File: src/rtl/dpxc_pkg.sv
// Shared constants, types and helper functions of the dual-polarization cross-correlator.
`default_nettype none
package dpxc_pkg;

  localparam int STATIONS  = 16;
  localparam int CHANNELS  = 16;
  localparam int NBASE     = STATIONS * (STATIONS + 1) / 2;
  localparam int ROWS      = CHANNELS * NBASE;
  localparam int ROW_AW    = $clog2(ROWS);
  localparam int ST_W      = $clog2(STATIONS);
  localparam int SMP_W     = 16;
  localparam int PROD_W    = 2 * SMP_W;
  localparam int SUM_W     = PROD_W + 1;
  localparam int ACC_W     = 48;
  localparam int LANE_W    = 2 * ACC_W;
  localparam int NPP       = 4;
  localparam int ROW_W     = NPP * LANE_W;
  localparam int DRAIN_CYC = 3;

  typedef enum logic [1:0] {
    OP_ACC   = 2'd0,
    OP_READ  = 2'd1,
    OP_CLEAR = 2'd2
  } op_t;

  typedef enum logic [2:0] {
    S_CLEAR,
    S_IDLE,
    S_ACC,
    S_DRAIN,
    S_READ,
    S_RWAIT
  } state_t;

  // controller -> datapath
  typedef struct packed {
    logic              load;      // capture the command at transfer
    logic              issue;     // start one baseline of an accumulate
    logic              rd_issue;  // read row for a visibility read
    logic              out_load;  // register the read result
    logic              clr_we;    // write zero row during clearing pass
    logic [ROW_AW-1:0] idx;       // baseline index or clear address
  } dp_cmd_t;

  // datapath -> controller
  typedef struct packed {
    logic            acc_ok;      // accumulate target in range
    logic [ST_W-1:0] station;     // station of the held command
  } dp_stat_t;

  // first row of station s within one channel: s*(s+1)/2
  function automatic logic [ROW_AW-1:0] tri_base(input logic [ST_W-1:0] s);
    logic [ROW_AW-1:0] sx;
    sx = ROW_AW'(s);
    return ROW_AW'((sx * (sx + ROW_AW'(1))) >> 1);
  endfunction

endpackage
`default_nettype wire

File: src/rtl/dpxc_ctrl.sv
// Controller state machine: sequences clear sweeps, accumulates and reads.
`default_nettype none
module dpxc_ctrl (
  input  wire logic              clk,
  input  wire logic              rst_n,
  input  wire logic              start,
  input  wire logic [1:0]        opcode,
  input  wire dpxc_pkg::dp_stat_t stat,
  output dpxc_pkg::dp_cmd_t      cmd,
  output logic                   busy
);
  import dpxc_pkg::*;

  state_t            state_r, state_nxt;
  logic [ROW_AW-1:0] cnt_r, cnt_nxt;

  always_ff @(posedge clk) begin
    if (!rst_n) begin
      state_r <= S_CLEAR;
      cnt_r   <= '0;
    end else begin
      state_r <= state_nxt;
      cnt_r   <= cnt_nxt;
    end
  end

  always_comb begin
    state_nxt = state_r;
    cnt_nxt   = cnt_r;
    cmd       = '0;
    cmd.idx   = cnt_r;
    busy      = 1'b1;
    case (state_r)
      S_CLEAR: begin
        cmd.clr_we = 1'b1;
        if (cnt_r == ROW_AW'(ROWS - 1)) begin
          state_nxt = S_IDLE;
          cnt_nxt   = '0;
        end else begin
          cnt_nxt = cnt_r + ROW_AW'(1);
        end
      end
      S_IDLE: begin
        busy = 1'b0;
        if (start) begin
          cmd.load = 1'b1;
          cnt_nxt  = '0;
          case (opcode)
            OP_ACC:   if (stat.acc_ok) state_nxt = S_ACC;
            OP_READ:  state_nxt = S_READ;
            OP_CLEAR: state_nxt = S_CLEAR;
            default:  state_nxt = S_IDLE;
          endcase
        end
      end
      S_ACC: begin
        cmd.issue = 1'b1;
        if (cnt_r == ROW_AW'(stat.station)) begin
          state_nxt = S_DRAIN;
          cnt_nxt   = '0;
        end else begin
          cnt_nxt = cnt_r + ROW_AW'(1);
        end
      end
      S_DRAIN: begin
        if (cnt_r == ROW_AW'(DRAIN_CYC - 1)) begin
          state_nxt = S_IDLE;
          cnt_nxt   = '0;
        end else begin
          cnt_nxt = cnt_r + ROW_AW'(1);
        end
      end
      S_READ: begin
        cmd.rd_issue = 1'b1;
        state_nxt    = S_RWAIT;
      end
      S_RWAIT: begin
        cmd.out_load = 1'b1;
        state_nxt    = S_IDLE;
      end
      default: begin
        state_nxt = S_IDLE;
      end
    endcase
  end

endmodule
`default_nettype wire

File: config.mk
export PLATFORM = sky130hd
export DESIGN_NAME = dpxc_ctrl
export DESIGN_NICKNAME = d
export VERILOG_FILES = /design/src/rtl/dpxc_pkg.sv /design/src/rtl/dpxc_ctrl.sv
export SDC_FILE = /design/constraint.sdc
export NUM_CORES = 1
export LEC_CHECK = 0
export BUFFER_PORTS_ARGS = -buffer_cell sky130_fd_sc_hd__buf_4
export CORE_UTILIZATION = 54
export CTS_BUF_LIST = sky130_fd_sc_hd__clkbuf_16
export DETAILED_ROUTE_END_ITERATION = 16
export GPL_ROUTABILITY_DRIVEN = 0
export PLACE_DENSITY = 0.89
export REMOVE_ABC_BUFFERS = 1
export SLEW_MARGIN = 10
export SYNTH_ARGS = -nofsm -noshare
export SYNTH_HDL_FRONTEND = slang
export SYNTH_SLANG_ARGS = --single-unit
File: constraint.sdc
create_clock -name clk -period 3.95 [get_ports clk]
set_clock_uncertainty 0.05 [all_clocks]
set_input_delay 0.395 -clock clk [delete_from_list [all_inputs] [get_ports clk]]
set_output_delay 0.395 -clock clk [all_outputs]
set_load 0.1 [all_outputs]
==> results of run 1 <==
[final cells by class]
type                            instances  area, um^2  area share
Clock buffer                            3       75.07     0.05854
Clock inverter                          1       5.005    0.003902
Inverter                                8       30.03     0.02341
Multi-Input combinational cell        102       638.1      0.4976
Sequential cell                        15       300.3      0.2341
Tap cell                               25       31.28     0.02439
Timing Repair Buffer                   27       202.7      0.1580
[critical path, stage by stage (launching register included)]
cell	delay (ns)
dfxtp_1	0.39
nor4_4	0.43
nand2_1	0.10
o41a_1	0.49
o21ai_1	0.49
or3_1	0.19
o21ai_0	0.08
[registers in the layout (all words and copies together), names as in the netlist]
| signal | flops |
|---|---|
| cnt_r | 12 |
| state_r | 3 |
[worst min-delay path by stage]
stage                     slack, ns      start    endpoint  cells past startpoint
after floorplan                0.47      rst_n    cnt_r[0]                      1
after global placement         0.47  cnt_r[11]   cnt_r[11]                      2
after detailed placement       0.48  cnt_r[11]   cnt_r[11]                      2
after CTS                      0.37  opcode[0]  state_r[2]                      3
after global routing           0.40  opcode[0]  state_r[2]                      3
final                          0.36  opcode[0]  state_r[2]                      3
[cells in the final DEF (no fill, tap or decap), types with 2 or more instances in the layout]
cell / synthesis / final
and2_1: 3 / 3
inv_1: 8 / 8
nor4_1: 2 / 2
nand3_1: 8 / 8
a21o_1: 2 / 2
nand2_1: 12 / 12
nand2b_1: 2 / 2
buf_4: 0 / 27
nor2b_1: 3 / 3
nor3_1: 7 / 7
or3_1: 7 / 7
o311ai_1: 2 / 2
xnor2_1: 3 / 3
nor4bb_1: 2 / 2
o21ai_1: 4 / 4
clkbuf_16: 0 / 3
a21oi_1: 7 / 7
nand4_1: 2 / 2
ha_1: 2 / 2
nor3b_1: 2 / 2
and4_1: 2 / 2
o21ai_0: 5 / 5
a22oi_1: 2 / 2
dfxtp_1: 15 / 15
nor2_1: 9 / 9
[metrics by stage]
step,setup slack (ns),utilization
2_1_floorplan,0.6094,-
3_3_place_gp,1.785,0.7040
5_1_grt,1.505,0.7509
4_1_cts,1.642,0.7509
6_report,1.605,0.7509
3_5_place_dp,1.703,0.7040
[kinds of logic (layout without fill, tap and decap cells)]
| family | after synthesis | count (layout) | synth area share |
|---|---|---|---|
| AO/OA/AOI/OAI | 30 | 30 | 0.2087 |
| XOR/XNOR | 4 | 4 | 0.03563 |
| adder cells (fa/ha/maj) | 2 | 2 | 0.02544 |
| buffers and inverters | 12 | 39 | 0.04580 |
| flip-flops | 15 | 15 | 0.3053 |
| AND/OR/NAND/NOR | 66 | 66 | 0.3791 |
[routing by layer]
metal | vias up | GRT usage | wire [um]
met5 | - | 0 | 0
met3 | 4 | 0.03673 | 190
met2 | 54 | 0.4676 | 1267
met1 | 537 | 0.3630 | 1098
met4 | 0 | 0.09091 | 22
li1 | 524 | - | -
[power by group through the flow]
stage / logic [mW] / clock network (mW) / registers [mW]
final: 0.165 / 0.199 / 0.177
after detailed placement: 0.164 / 0 / 0.180
after global placement: 0.162 / 0 / 0.179
after CTS: 0.165 / 0.199 / 0.177
after global routing: 0.174 / 0.206 / 0.179
after floorplan: 0.0826 / 0 / 0.222
==> impl_results.html, run 1 <==
<table>
<tr><th>Metric</th><th>Value</th></tr>
<tr><th colspan="2">Worst hold path</th></tr>
<tr><td>Type of the tightest min-delay check</td><td>primary input to flop</td></tr>
<tr><th colspan="2">CTS</th></tr>
<tr><td>Clock buffers created by TritonCTS</td><td>3</td></tr>
<tr><td>Clock latency on the worst-skew pair</td><td>0.24 ns</td></tr>
<tr><td>Post-CTS setup buffers</td><td>0</td></tr>
<tr><td>Post-CTS Hold Buffers</td><td>0</td></tr>
<tr><td>Clock edge transition at the registers on the reported setup and hold paths</td><td>0.05 ns</td></tr>
<tr><td>Post-CTS sizing</td><td>0</td></tr>
<tr><td>CTS Buffer Depth</td><td>2</td></tr>
<tr><td>TritonCTS clock tree</td><td>done</td></tr>
<tr><td>CTS HTree Levels</td><td>1</td></tr>
<tr><td>Sinks on Clock Net</td><td>15</td></tr>
<tr><td>Clk root buf</td><td>clkbuf_16</td></tr>
<tr><th colspan="2">Setup path</th></tr>
<tr><td>Capture point of the critical path</td><td>cnt_r[5]</td></tr>
<tr><td>Start of the worst register-to-register path</td><td>cnt_r[7]</td></tr>
<tr><td>Register-to-register path setup slack</td><td>1.60 ns</td></tr>
<tr><td>Kind of start point of the critical path</td><td>flop</td></tr>
<tr><td>CP startpoint</td><td>cnt_r[7]</td></tr>
<tr><td>Worst-path maximum fanout</td><td>8</td></tr>
<tr><td>CP endpoint kind</td><td>flop</td></tr>
<tr><td>Startpoint-to-endpoint class of the critical path</td><td>flop to flop</td></tr>
<tr><td>Capture point of the worst reg-to-reg path</td><td>cnt_r[5]</td></tr>
<tr><td>Worst R2R Path Depth</td><td>6</td></tr>
<tr><td>Worst EP arrival</td><td>2.42 ns</td></tr>
<tr><td>Worst endpoint required time</td><td>4.02 ns</td></tr>
<tr><th colspan="2">Run status</th></tr>
<tr><td>Result of the run</td><td>completed</td></tr>
<tr><th colspan="2">Global route</th></tr>
<tr><td>All-layer global routing usage</td><td>0.2773</td></tr>
<tr><td>Wire length of the first global-routing pass</td><td>4140 um</td></tr>
<tr><td>Number of global-route vias before repair</td><td>970</td></tr>
<tr><td>Pin count of the biggest net entering global routing</td><td>13</td></tr>
<tr><td>Antenna violations before repair</td><td>0</td></tr>
<tr><td>Grt total ovfl</td><td>0</td></tr>
<tr><th colspan="2">Die</th></tr>
<tr><td>Full die area</td><td>1996 um^2</td></tr>
<tr><td># IOs</td><td>28</td></tr>
<tr><td>Placeable core area</td><td>between 1500 and 2000 um^2</td></tr>
<tr><td>Die Wd</td><td>between 40 and 50 um</td></tr>
<tr><td>Vertical die dimension</td><td>44.68 um</td></tr>
<tr><td>Initial cell density of the core</td><td>0.5758</td></tr>
<tr><td>Site Rows</td><td>15</td></tr>
<tr><th colspan="2">STA</th></tr>
<tr><td>Max Slew Vio Count</td><td>0</td></tr>
<tr><td>Final hold viol count</td><td>0</td></tr>
<tr><td>Worst hold slack</td><td>around 0.36 ns</td></tr>
<tr><td>Final TNS setup</td><td>0 ns</td></tr>
<tr><td>Post-route fraction of the period consumed by the critical path</td><td>0.5938</td></tr>
<tr><td>Time the worst path needs with I/O delays and setup</td><td>2.345 ns</td></tr>
<tr><td>Worst-margin pin slew</td><td>0.7525 ns</td></tr>
<tr><td>Maximum clock frequency</td><td>roughly 430 MHz</td></tr>
<tr><td>Headroom to the max-slew limit</td><td>0.4950</td></tr>
<tr><td>Setup repair after global routing missed its margin</td><td>no</td></tr>
<tr><td>Setup violation total in the final timing report</td><td>0</td></tr>
<tr><th colspan="2">Synth</th></tr>
<tr><td>Most used flip-flop cell after synthesis</td><td>dfxtp_1</td></tr>
<tr><td>Most frequent cell after synthesis</td><td>dfxtp_1</td></tr>
<tr><td>Avg Synthesized Cell Area</td><td>7.624 um^2</td></tr>
<tr><td>Top-area cell type share of the netlist area</td><td>0.3053</td></tr>
<tr><td>Mapped cell area</td><td>983.4 um^2</td></tr>
<tr><td>Cell count after synthesis</td><td>129</td></tr>
<tr><td>Largest area contributor in the synthesized netlist</td><td>dfxtp_1</td></tr>
<tr><td>Number of flip-flops and latches in the synthesized netlist</td><td>15</td></tr>
<tr><td>Portion of the post-synthesis area used by sequential elements</td><td>0.3053</td></tr>
<tr><td>Post-synthesis async set-or-reset flop share</td><td>0</td></tr>
<tr><td>Number of different library cells in the post-synthesis netlist</td><td>38</td></tr>
<tr><td>Largest cells by area after synthesis</td><td>dfxtp_1 31%, nand2_1 4.6%, or3_1 4.5%</td></tr>
<tr><td>Leading cell types by count after synthesis</td><td>15 x dfxtp_1, 12 x nand2_1, 9 x nor2_1</td></tr>
<tr><td>Synth warnings</td><td>0</td></tr>
<tr><td>EDFF count, synth</td><td>0</td></tr>
<tr><th colspan="2">Power</th></tr>
<tr><td>Switch Pwr</td><td>0.1974 mW</td></tr>
<tr><td>Internal cell power</td><td>0.3436 mW</td></tr>
<tr><td>Pwr per Cell Area</td><td>421.8 nW/um^2</td></tr>
<tr><td>Proportion of power drawn by combinational gates</td><td>0.305</td></tr>
<tr><td>Flop pwr share</td><td>0.328</td></tr>
<tr><td>Leakage</td><td>0.5300 nW</td></tr>
<tr><td>Pwr Total</td><td>around 0.54 mW</td></tr>
<tr><td>Clock network power share</td><td>0.368</td></tr>
<tr><td>Worst IR Drop VDD</td><td>0.3439 mV</td></tr>
<tr><td>Switching Fraction</td><td>0.3649</td></tr>
<tr><th colspan="2">Routing</th></tr>
<tr><td>Detailed Route WL</td><td>2579 um</td></tr>
<tr><td>Via-to-Cell Ratio</td><td>6.182</td></tr>
<tr><td>Count of routing violations after the opening detailed-route iteration</td><td>35</td></tr>
<tr><td>Detailed Routing Iterations Pass 1</td><td>4</td></tr>
<tr><td>Residual DRC</td><td>0</td></tr>
<tr><td>Via count of the routed design</td><td>between 1,000 and 1,500</td></tr>
<tr><td>DR WL/cell</td><td>14.25 um</td></tr>
<tr><td>Routed Antenna Nets</td><td>0</td></tr>
<tr><th colspan="2">Finish</th></tr>
<tr><td>Post-layout nets</td><td>169</td></tr>
<tr><td>Non-filler cells, final</td><td>between 150 and 200</td></tr>
<tr><td>Layout fillers</td><td>approximately 130</td></tr>
<tr><td>Share of cells above drive strength 1</td><td>0.2179</td></tr>
<tr><td># diodes</td><td>0</td></tr>
<tr><td>Synthesis-to-layout area growth</td><td>30.41%</td></tr>
<tr><td>Final standard cell area without fillers</td><td>1282 um^2</td></tr>
<tr><th colspan="2">Job</th></tr>
<tr><td>Maximum capacitance violations</td><td>0</td></tr>
<tr><th colspan="2">Place</th></tr>
<tr><td>Final HPWL DP</td><td>1820 um</td></tr>
<tr><td>Count of placed standard cells including taps</td><td>roughly 180</td></tr>
<tr><td>Area of placed instances</td><td>1202 um^2</td></tr>
<tr><td>Port bufs</td><td>27</td></tr>
</table>
No activity file was read; power rests on OpenSTA's default activity.
==> run 2: changes to the inputs <==
--- a/config.mk
+++ b/config.mk
@@ -6,11 +6,11 @@
 export NUM_CORES = 1
 export LEC_CHECK = 0
 export BUFFER_PORTS_ARGS = -buffer_cell sky130_fd_sc_hd__buf_4
-export CORE_UTILIZATION = 54
+export CORE_UTILIZATION = 50
 export CTS_BUF_LIST = sky130_fd_sc_hd__clkbuf_16
 export DETAILED_ROUTE_END_ITERATION = 16
 export GPL_ROUTABILITY_DRIVEN = 0
-export PLACE_DENSITY = 0.89
+export PLACE_DENSITY = 0.84
 export REMOVE_ABC_BUFFERS = 1
 export SLEW_MARGIN = 10
 export SYNTH_ARGS = -nofsm -noshare
==> constraint.sdc (replaced) <==
create_clock -name clk -period 2.32 [get_ports clk]
set_clock_uncertainty 0.05 [all_clocks]
set_input_delay 0.232 -clock clk [delete_from_list [all_inputs] [get_ports clk]]
set_output_delay 0.232 -clock clk [all_outputs]
set_load 0.1 [all_outputs]
==> run 2 against run 1 <==
Cell area up 2.2%. Wire length up 3.6%. Maximum frequency up 6.6%. Register-to-register slack worse by 1.5 ns. Hold slack worse by 0.16 ns. Core utilization down 1.5 points. Global-route usage up 1.3 points. Non-clock buffer count up 4. Final cell count up 2.2%. Count of clock-buffer cells in the layout unchanged. Power up 71%. Largest power group unchanged.
==> impl_results.html, run 2 (same netlist as run 1, synthesis figures left out) <==
<table>
<tr><th>Metric</th><th>Value</th></tr>
<tr><th colspan="2">Die</th></tr>
<tr><td># IOs</td><td>28</td></tr>
<tr><td>Full die area</td><td>2148 um^2</td></tr>
<tr><td>Vertical die dimension</td><td>46.35 um</td></tr>
<tr><td>Die Wd</td><td>46.35 um</td></tr>
<tr><td>Site Rows</td><td>15</td></tr>
<tr><td>Placeable core area</td><td>1783 um^2</td></tr>
<tr><td>Initial cell density of the core</td><td>0.5516</td></tr>
<tr><th colspan="2">Place</th></tr>
<tr><td>Final HPWL DP</td><td>1918 um</td></tr>
<tr><td>Port bufs</td><td>27</td></tr>
<tr><td>Count of placed standard cells including taps</td><td>180</td></tr>
<tr><td>Dpl ws</td><td>0.1398 ns</td></tr>
<tr><th colspan="2">Finish</th></tr>
<tr><td>Layout fillers</td><td>around 140</td></tr>
<tr><td>Reg with most FFs</td><td>cnt_r</td></tr>
<tr><td>Commonest cells after routing, fill and taps aside</td><td>31 x buf_4, 15 x dfxtp_1, 12 x nand2_1</td></tr>
<tr><td>Largest registers in the final layout</td><td>cnt_r: 12 flops, state_r: 3 flops</td></tr>
<tr><td>Non-filler cells, final</td><td>185</td></tr>
<tr><td>Post-layout nets</td><td>173</td></tr>
<tr><td>Leading cell type in the layout, fill and taps excluded</td><td>buf_4</td></tr>
<tr><td>Synthesis-to-layout area growth</td><td>33.33%</td></tr>
<tr><td>Number of flip-flops under the largest register name</td><td>12</td></tr>
<tr><td># diodes</td><td>0</td></tr>
<tr><td>Share of cells above drive strength 1</td><td>0.2313</td></tr>
<tr><th colspan="2">Setup path</th></tr>
<tr><td>Worst path cell trace</td><td>nor4_4, nand2_1, o41a_1, o211a_4, a21o_1, a21o_1</td></tr>
<tr><td>Number of buffer and inverter instances along the worst setup path</td><td>0</td></tr>
<tr><td>Most used cell, CP</td><td>a21o_1</td></tr>
<tr><td>CP Depth</td><td>6</td></tr>
<tr><td>Longest individual stage delay on the worst path</td><td>0.49 ns</td></tr>
<tr><td>Startpoint-to-endpoint class of the critical path</td><td>flop to flop</td></tr>
<tr><td>Worst-path maximum fanout</td><td>8</td></tr>
<tr><td>Cell class contributing the biggest share of worst-path delay</td><td>compound AO/OA/AOI/OAI gates</td></tr>
<tr><td>Worst EP arrival</td><td>2.29 ns</td></tr>
<tr><td>Slowest CP cell</td><td>o41a_1</td></tr>
<tr><td>Worst endpoint required time</td><td>between 2 and 2.5 ns</td></tr>
<tr><td>Worst R2R Path Depth</td><td>6</td></tr>
<tr><td>CP endpoint kind</td><td>flop</td></tr>
<tr><td>Kind of start point of the critical path</td><td>flop</td></tr>
<tr><th colspan="2">STA</th></tr>
<tr><td>Setup ws final</td><td>0.1201 ns</td></tr>
<tr><td>Setup violation total in the final timing report</td><td>0</td></tr>
<tr><td>Time the worst path needs with I/O delays and setup</td><td>approximately 2.2 ns</td></tr>
<tr><td>Headroom to the max-slew limit</td><td>0.7329</td></tr>
<tr><td>Worst-margin pin slew</td><td>0.3970 ns</td></tr>
<tr><td>Maximum clock frequency</td><td>454.6 MHz</td></tr>
<tr><td>Setup repair after global routing missed its margin</td><td>no</td></tr>
<tr><td>Final TNS setup</td><td>0 ns</td></tr>
<tr><td>Final hold viol count</td><td>0</td></tr>
<tr><td>Post-route fraction of the period consumed by the critical path</td><td>0.9482</td></tr>
<tr><td>Max Slew Vio Count</td><td>0</td></tr>
<tr><th colspan="2">Routing</th></tr>
<tr><td>Residual DRC</td><td>0</td></tr>
<tr><td>Via count of the routed design</td><td>around 1,100</td></tr>
<tr><td>Count of routing violations after the opening detailed-route iteration</td><td>48</td></tr>
<tr><td>Routed Antenna Nets</td><td>0</td></tr>
<tr><td>Detailed Route WL</td><td>roughly 2700 um</td></tr>
<tr><td>Via-to-Cell Ratio</td><td>between 6 and 7</td></tr>
<tr><td>Detailed Routing Iterations Pass 1</td><td>5</td></tr>
<tr><td>DR WL/cell</td><td>roughly 14 um</td></tr>
<tr><th colspan="2">Power</th></tr>
<tr><td>Flop pwr share</td><td>0.327</td></tr>
<tr><td>Clock network power share</td><td>0.364</td></tr>
<tr><td>Worst IR Drop VDD</td><td>0.6230 mV</td></tr>
<tr><td>Leakage</td><td>0.5524 nW</td></tr>
<tr><td>Proportion of power drawn by combinational gates</td><td>0.309</td></tr>
<tr><td>Pwr Total</td><td>0.9253 mW</td></tr>
<tr><td>Pwr per Cell Area</td><td>approximately 700 nW/um^2</td></tr>
<tr><td>Switching Fraction</td><td>0.3646</td></tr>
<tr><td>Internal cell power</td><td>0.5879 mW</td></tr>
<tr><td>Switch Pwr</td><td>0.3374 mW</td></tr>
<tr><th colspan="2">CTS</th></tr>
<tr><td>Clock buffers created by TritonCTS</td><td>3</td></tr>
<tr><td>Clk root buf</td><td>clkbuf_16</td></tr>
<tr><td>Sinks on Clock Net</td><td>15</td></tr>
<tr><td>Clock edge transition at the registers on the reported setup and hold paths</td><td>0.05 ns</td></tr>
<tr><td>Post-CTS sizing</td><td>0</td></tr>
<tr><td>Clock latency on the worst-skew pair</td><td>0.25 ns</td></tr>
<tr><td>CTS HTree Levels</td><td>1</td></tr>
<tr><td>TritonCTS clock tree</td><td>done</td></tr>
<tr><td>CTS Buffer Depth</td><td>2</td></tr>
<tr><th colspan="2">Worst hold path</th></tr>
<tr><td>Hold Path Cell Cnt</td><td>3</td></tr>
<tr><td>Type of the tightest min-delay check</td><td>primary input to flop</td></tr>
<tr><th colspan="2">Global route</th></tr>
<tr><td>Wire length of the first global-routing pass</td><td>roughly 4400 um</td></tr>
<tr><td>Grt total ovfl</td><td>0</td></tr>
<tr><td>All-layer global routing usage</td><td>0.2900</td></tr>
<tr><td>Number of global-route vias before repair</td><td>974</td></tr>
<tr><td>Antenna violations before repair</td><td>0</td></tr>
<tr><td>Pin count of the biggest net entering global routing</td><td>13</td></tr>
<tr><th colspan="2">Run status</th></tr>
<tr><td>Result of the run</td><td>completed</td></tr>
<tr><th colspan="2">Job</th></tr>
<tr><td>Maximum capacitance violations</td><td>0</td></tr>
</table>
## run 2: worst paths after layout
kind / start / endpoint / slack (ns)
worst max-delay path: cnt_r[7] / cnt_r[3] / 0.12
worst min-delay path: opcode[0] / state_r[2] / 0.20
worst max register to register: cnt_r[7] / cnt_r[3] / 0.12
worst min register to register: cnt_r[11] / cnt_r[11] / 0.48
## run 2: repair_timing
action,CTS,global route
endpoints found under the setup margin,0,2
setup buffers,0,1
hold buffers,0,0
## run 2: power by group through the flow
stage | Clock (mW) | Sequential [mW] | Combinational [mW]
after detailed placement | 0 | 0.307 | 0.283
after global placement | 0 | 0.304 | 0.281
after floorplan | 0 | 0.379 | 0.141
final | 0.337 | 0.303 | 0.286
after CTS | 0.341 | 0.302 | 0.285
after global routing | 0.349 | 0.306 | 0.302
## run 2: layer usage
layer / GRT usage / up-vias / wire length [um]
li1: - / 533 / -
met3: 0.04706 / 11 / 170
met1: 0.3459 / 526 / 1084
met5: 0 / - / 0
met2: 0.4806 / 46 / 1331
met4: 0.1706 / 0 / 86
## run 2: worst register-to-register path, stage by stage, from the launching register on
cell and delay, ns:
dfxtp_1 0.41, nor4_4 0.41, nand2_1 0.09, o41a_1 0.49, o211a_4 0.32, a21o_1 0.17, a21o_1 0.17
## run 2: metrics by stage
stage          hold WS, ns    util  area, um^2
3_5_place_dp        0.4554  0.6870        1225
5_1_grt             0.2357  0.7354        1311
2_1_floorplan       0.3102       -       968.4
4_1_cts             0.2005  0.7312        1304
3_3_place_gp        0.4390  0.6870        1225
6_report            0.2007  0.7354        1311
## run 2: area by class of cell
| class | count | area [um^2] | area share |
|---|---|---|---|
| Sequential cell | 15 | 300.3 | 0.2290 |
| Clock inverter | 1 | 3.754 | 0.002863 |
| Inverter | 8 | 30.03 | 0.02290 |
| Clock buffer | 3 | 75.07 | 0.05725 |
| Timing Repair Buffer | 31 | 232.7 | 0.1775 |
| Multi-Input combinational cell | 102 | 638.1 | 0.4866 |
| Tap cell | 25 | 31.28 | 0.02385 |
==> run 3: changes to the inputs <==
--- a/config.mk
+++ b/config.mk
@@ -5,12 +5,13 @@
 export SDC_FILE = /design/constraint.sdc
 export NUM_CORES = 1
 export LEC_CHECK = 0
+export ABC_AREA = 1
 export BUFFER_PORTS_ARGS = -buffer_cell sky130_fd_sc_hd__buf_4
-export CORE_UTILIZATION = 50
+export CORE_UTILIZATION = 46
 export CTS_BUF_LIST = sky130_fd_sc_hd__clkbuf_16
 export DETAILED_ROUTE_END_ITERATION = 16
 export GPL_ROUTABILITY_DRIVEN = 0
-export PLACE_DENSITY = 0.84
+export PLACE_DENSITY = 0.81
 export REMOVE_ABC_BUFFERS = 1
 export SLEW_MARGIN = 10
 export SYNTH_ARGS = -nofsm -noshare
==> constraint.sdc (replaced) <==
create_clock -name clk -period 2 [get_ports clk]
set_clock_uncertainty 0.05 [all_clocks]
set_input_delay 0.2 -clock clk [delete_from_list [all_inputs] [get_ports clk]]
set_output_delay 0.2 -clock clk [all_outputs]
set_load 0.1 [all_outputs]
==> run 3 against run 2 <==
Area after synthesis is 5.5% higher. Maximum frequency rose by 26%. Combinational power grew to 3.7 times the previous value. Via count fell by 0.36%. Die area increased by 14%. Sequential power is 35% higher. Wire length is 7.3% lower. Critical endpoint is now state_r[2]. Register-to-register slack improved by 0.14 ns. Non-clock buffer count decreased by 4. Largest power group is now combinational cells.
==> impl_results.html, run 3 <==
<table>
<tr><th>Metric</th><th>Value</th></tr>
<tr><th colspan="2">Place</th></tr>
<tr><td>Count of placed standard cells including taps</td><td>around 220</td></tr>
<tr><td>Final HPWL DP</td><td>~1900 um</td></tr>
<tr><td>Port bufs</td><td>27</td></tr>
<tr><td>Area of placed instances</td><td>1274 um^2</td></tr>
<tr><th colspan="2">Power</th></tr>
<tr><td>Pwr per Cell Area</td><td>1365 nW/um^2</td></tr>
<tr><td>Worst IR Drop VDD</td><td>0.9084 mV</td></tr>
<tr><td>Leakage</td><td>0.6484 nW</td></tr>
<tr><th colspan="2">Die</th></tr>
<tr><td>Placeable core area</td><td>2042 um^2</td></tr>
<tr><td>Site Rows</td><td>16</td></tr>
<tr><td>Die Wd</td><td>between 40 and 50 um</td></tr>
<tr><td># IOs</td><td>28</td></tr>
<tr><td>Full die area</td><td>2449 um^2</td></tr>
<tr><td>Vertical die dimension</td><td>a little under 50 um</td></tr>
<tr><td>Initial cell density of the core</td><td>0.5080</td></tr>
<tr><th colspan="2">Setup path</th></tr>
<tr><td>Worst EP arrival</td><td>around 1.9 ns</td></tr>
<tr><td>Longest individual stage delay on the worst path</td><td>around 0.45 ns</td></tr>
<tr><td>Worst R2R Path Depth</td><td>7</td></tr>
<tr><td>Worst endpoint required time</td><td>2.12 ns</td></tr>
<tr><td>Slowest CP cell</td><td>dfxtp_1</td></tr>
<tr><td>Worst-path maximum fanout</td><td>7</td></tr>
<tr><td>CP endpoint kind</td><td>flop</td></tr>
<tr><td>Worst path cell trace</td><td>ha_1, nand2_2, nor2_2, nand4_1, a21oi_2, nand2_1, nor3b_1</td></tr>
<tr><td>Kind of start point of the critical path</td><td>flop</td></tr>
<tr><td>Startpoint-to-endpoint class of the critical path</td><td>flop to flop</td></tr>
<tr><th colspan="2">Finish</th></tr>
<tr><td>Largest registers in the final layout</td><td>cnt_r: 12 flops, state_r: 3 flops</td></tr>
<tr><td>Share of cells above drive strength 1</td><td>0.2111</td></tr>
<tr><td>Final standard cell area without fillers</td><td>between 1000 and 1500 um^2</td></tr>
<tr><td>Post-layout nets</td><td>212</td></tr>
<tr><td>Multi-input combinational cell area</td><td>620.6 um^2</td></tr>
<tr><td>Reg with most FFs</td><td>cnt_r</td></tr>
<tr><td>Register Area</td><td>~300 um^2</td></tr>
<tr><td># diodes</td><td>0</td></tr>
<tr><td>Number of flip-flops under the largest register name</td><td>12</td></tr>
<tr><td>Non-filler cells, final</td><td>226</td></tr>
<tr><td>Commonest cells after routing, fill and taps aside</td><td>37 x nand2_1, 36 x nor2_1, 31 x inv_1</td></tr>
<tr><td>Leading cell type in the layout, fill and taps excluded</td><td>nand2_1</td></tr>
<tr><td>Synthesis-to-layout area growth</td><td>30.40%</td></tr>
<tr><td>Layout fillers</td><td>188</td></tr>
<tr><th colspan="2">Routing</th></tr>
<tr><td>Detailed Route WL</td><td>2478 um</td></tr>
<tr><td>Detailed Routing Iterations Pass 1</td><td>4</td></tr>
<tr><td>Residual DRC</td><td>0</td></tr>
<tr><td>Count of routing violations after the opening detailed-route iteration</td><td>38</td></tr>
<tr><td>Routed Antenna Nets</td><td>0</td></tr>
<tr><td>Via-to-Cell Ratio</td><td>about 5</td></tr>
<tr><td>Via count of the routed design</td><td>1,112</td></tr>
<tr><td>DR WL/cell</td><td>10.96 um</td></tr>
<tr><th colspan="2">Synth</th></tr>
<tr><td>EDFF count, synth</td><td>0</td></tr>
<tr><td>Most used flip-flop cell after synthesis</td><td>dfxtp_1</td></tr>
<tr><td>Avg Synthesized Cell Area</td><td>6.174 um^2</td></tr>
<tr><td>Mapped cell area</td><td>1037 um^2</td></tr>
<tr><td>Leading cell types by count after synthesis</td><td>37 x nand2_1, 36 x nor2_1, 30 x inv_1</td></tr>
<tr><td>Post-synthesis async set-or-reset flop share</td><td>0</td></tr>
<tr><td>Number of different library cells in the post-synthesis netlist</td><td>22</td></tr>
<tr><td>Most frequent cell after synthesis</td><td>nand2_1</td></tr>
<tr><td>Synth warnings</td><td>0</td></tr>
<tr><td>Top-area cell type share of the netlist area</td><td>0.2895</td></tr>
<tr><td>Number of flip-flops and latches in the synthesized netlist</td><td>15</td></tr>
<tr><td>Largest area contributor in the synthesized netlist</td><td>dfxtp_1</td></tr>
<tr><td>Cell count after synthesis</td><td>168</td></tr>
<tr><td>Portion of the post-synthesis area used by sequential elements</td><td>0.2895</td></tr>
<tr><td>Largest cells by area after synthesis</td><td>dfxtp_1 29%, nand2_1 13%, nor2_1 13%</td></tr>
<tr><th colspan="2">Global route</th></tr>
<tr><td>Number of global-route vias before repair</td><td>1,014</td></tr>
<tr><td>Grt total ovfl</td><td>0</td></tr>
<tr><td>All-layer global routing usage</td><td>0.2254</td></tr>
<tr><td>Pin count of the biggest net entering global routing</td><td>11</td></tr>
<tr><td>Antenna violations before repair</td><td>0</td></tr>
<tr><td>Wire length of the first global-routing pass</td><td>4264 um</td></tr>
<tr><th colspan="2">STA</th></tr>
<tr><td>Post-route fraction of the period consumed by the critical path</td><td>0.8705</td></tr>
<tr><td>Max Slew Vio Count</td><td>0</td></tr>
<tr><td>Worst hold slack</td><td>about 0.18 ns</td></tr>
<tr><td>Setup violation total in the final timing report</td><td>0</td></tr>
<tr><td>Final hold viol count</td><td>0</td></tr>
<tr><td>Time the worst path needs with I/O delays and setup</td><td>1.741 ns</td></tr>
<tr><td>Setup repair after global routing missed its margin</td><td>no</td></tr>
<tr><td>Maximum clock frequency</td><td>574.4 MHz</td></tr>
<tr><td>Final TNS setup</td><td>0 ns</td></tr>
<tr><td>Worst-margin pin slew</td><td>0.3566 ns</td></tr>
<tr><td>Headroom to the max-slew limit</td><td>0.7614</td></tr>
<tr><th colspan="2">CTS</th></tr>
<tr><td>CTS HTree Levels</td><td>1</td></tr>
<tr><td>Clock buffers created by TritonCTS</td><td>3</td></tr>
<tr><td>Clk root buf</td><td>clkbuf_16</td></tr>
<tr><td>Post-CTS sizing</td><td>0</td></tr>
<tr><td>Clock edge transition at the registers on the reported setup and hold paths</td><td>about 0.050 ns</td></tr>
<tr><td>Clock latency on the worst-skew pair</td><td>0.25 ns</td></tr>
<tr><td>TritonCTS clock tree</td><td>done</td></tr>
<tr><td>Post-CTS Hold Buffers</td><td>0</td></tr>
<tr><td>CTS Buffer Depth</td><td>2</td></tr>
<tr><td>Post-CTS setup buffers</td><td>0</td></tr>
<tr><td>Sinks on Clock Net</td><td>15</td></tr>
<tr><th colspan="2">Worst hold path</th></tr>
<tr><td>Hold Path Cell Cnt</td><td>3</td></tr>
<tr><td>Type of the tightest min-delay check</td><td>primary input to flop</td></tr>
<tr><th colspan="2">Run status</th></tr>
<tr><td>Result of the run</td><td>completed</td></tr>
<tr><th colspan="2">Job</th></tr>
<tr><td>Maximum capacitance violations</td><td>0</td></tr>
</table>
run 3: cell types whose count changed after synthesis, sizes merged, moves of 4 or more:
cell | before | now
xor2 | 1 | 7
inv | 8 | 31
nand3 | 8 | 12
nand2 | 12 | 39
or3 | 7 | 0
clkbuf | 4 | 0
o21ai | 9 | 4
nor2 | 9 | 39
run 3: critical path, delay by kind of cell, from the launching register on:
family | cells | cell delay [ns]
AO/OA/AOI/OAI | 1 | 0.24
adder cells (fa/ha/maj) | 1 | 0.25
flip-flops | 1 | 0.45
AND/OR/NAND/NOR | 5 | 0.67
run 3: final timing paths:
| path | end | start | slack (ns) |
|---|---|---|---|
| worst max-delay path | state_r[2] | cnt_r[1] | 0.26 |
| worst min-delay path | state_r[0] | rst_n | 0.18 |
| worst max register to register | state_r[2] | cnt_r[1] | 0.26 |
| worst min register to register | cnt_r[7] | cnt_r[7] | 0.54 |
run 3: cell families (layout without fill, tap and decap cells):
logic type               Yosys count  in the layout  share of synthesized area
adder cells (fa/ha/maj)            2              2                    0.02412
buffers and inverters             31             62                     0.1122
XOR/XNOR                           7              7                    0.05911
AO/OA/AOI/OAI                     14             14                    0.08685
flip-flops                        15             15                     0.2895
AND/OR/NAND/NOR                   99             99                     0.4282
run 3: power breakdown:
| group | switching, mW | internal (mW) | total (mW) |
|---|---|---|---|
| Clock | 0.121 | 0.265 | 0.386 |
| Sequential | 0.0671 | 0.342 | 0.409 |
| Combinational | 0.801 | 0.251 | 1.05 |
| Total | 0.989 | 0.857 | 1.85 |
run 3: final cells by class:
type / instances / area share
Tap cell: 27 / 0.02498
Clock inverter: 1 / 0.002775
Inverter: 31 / 0.08603
Multi-Input combinational cell: 122 / 0.4588
Clock buffer: 3 / 0.05550
Sequential cell: 15 / 0.2220
Timing Repair Buffer: 27 / 0.1499
run 3: per-stage QoR:
| stage | worst slack, ns | utilization | total power [mW] |
|---|---|---|---|
| 3_3_place_gp | 0.3475 | 0.6238 | 1.437 |
| 5_1_grt | 0.06077 | 0.6624 | 1.963 |
| 6_report | 0.2591 | 0.6624 | 1.846 |
| 4_1_cts | 0.2557 | 0.6624 | 1.850 |
| 2_1_floorplan | -0.7140 | - | 1.251 |
| 3_5_place_dp | 0.2865 | 0.6238 | 1.459 |
run 3: metal layers:
metal / share of wire / wire length, um / track usage
met5: 0 / 0 / 0
met4: 0.020 / 50 / 0.09048
met3: 0.045 / 112 / 0.03086
met2: 0.50 / 1236 / 0.4110
met1: 0.44 / 1078 / 0.2623
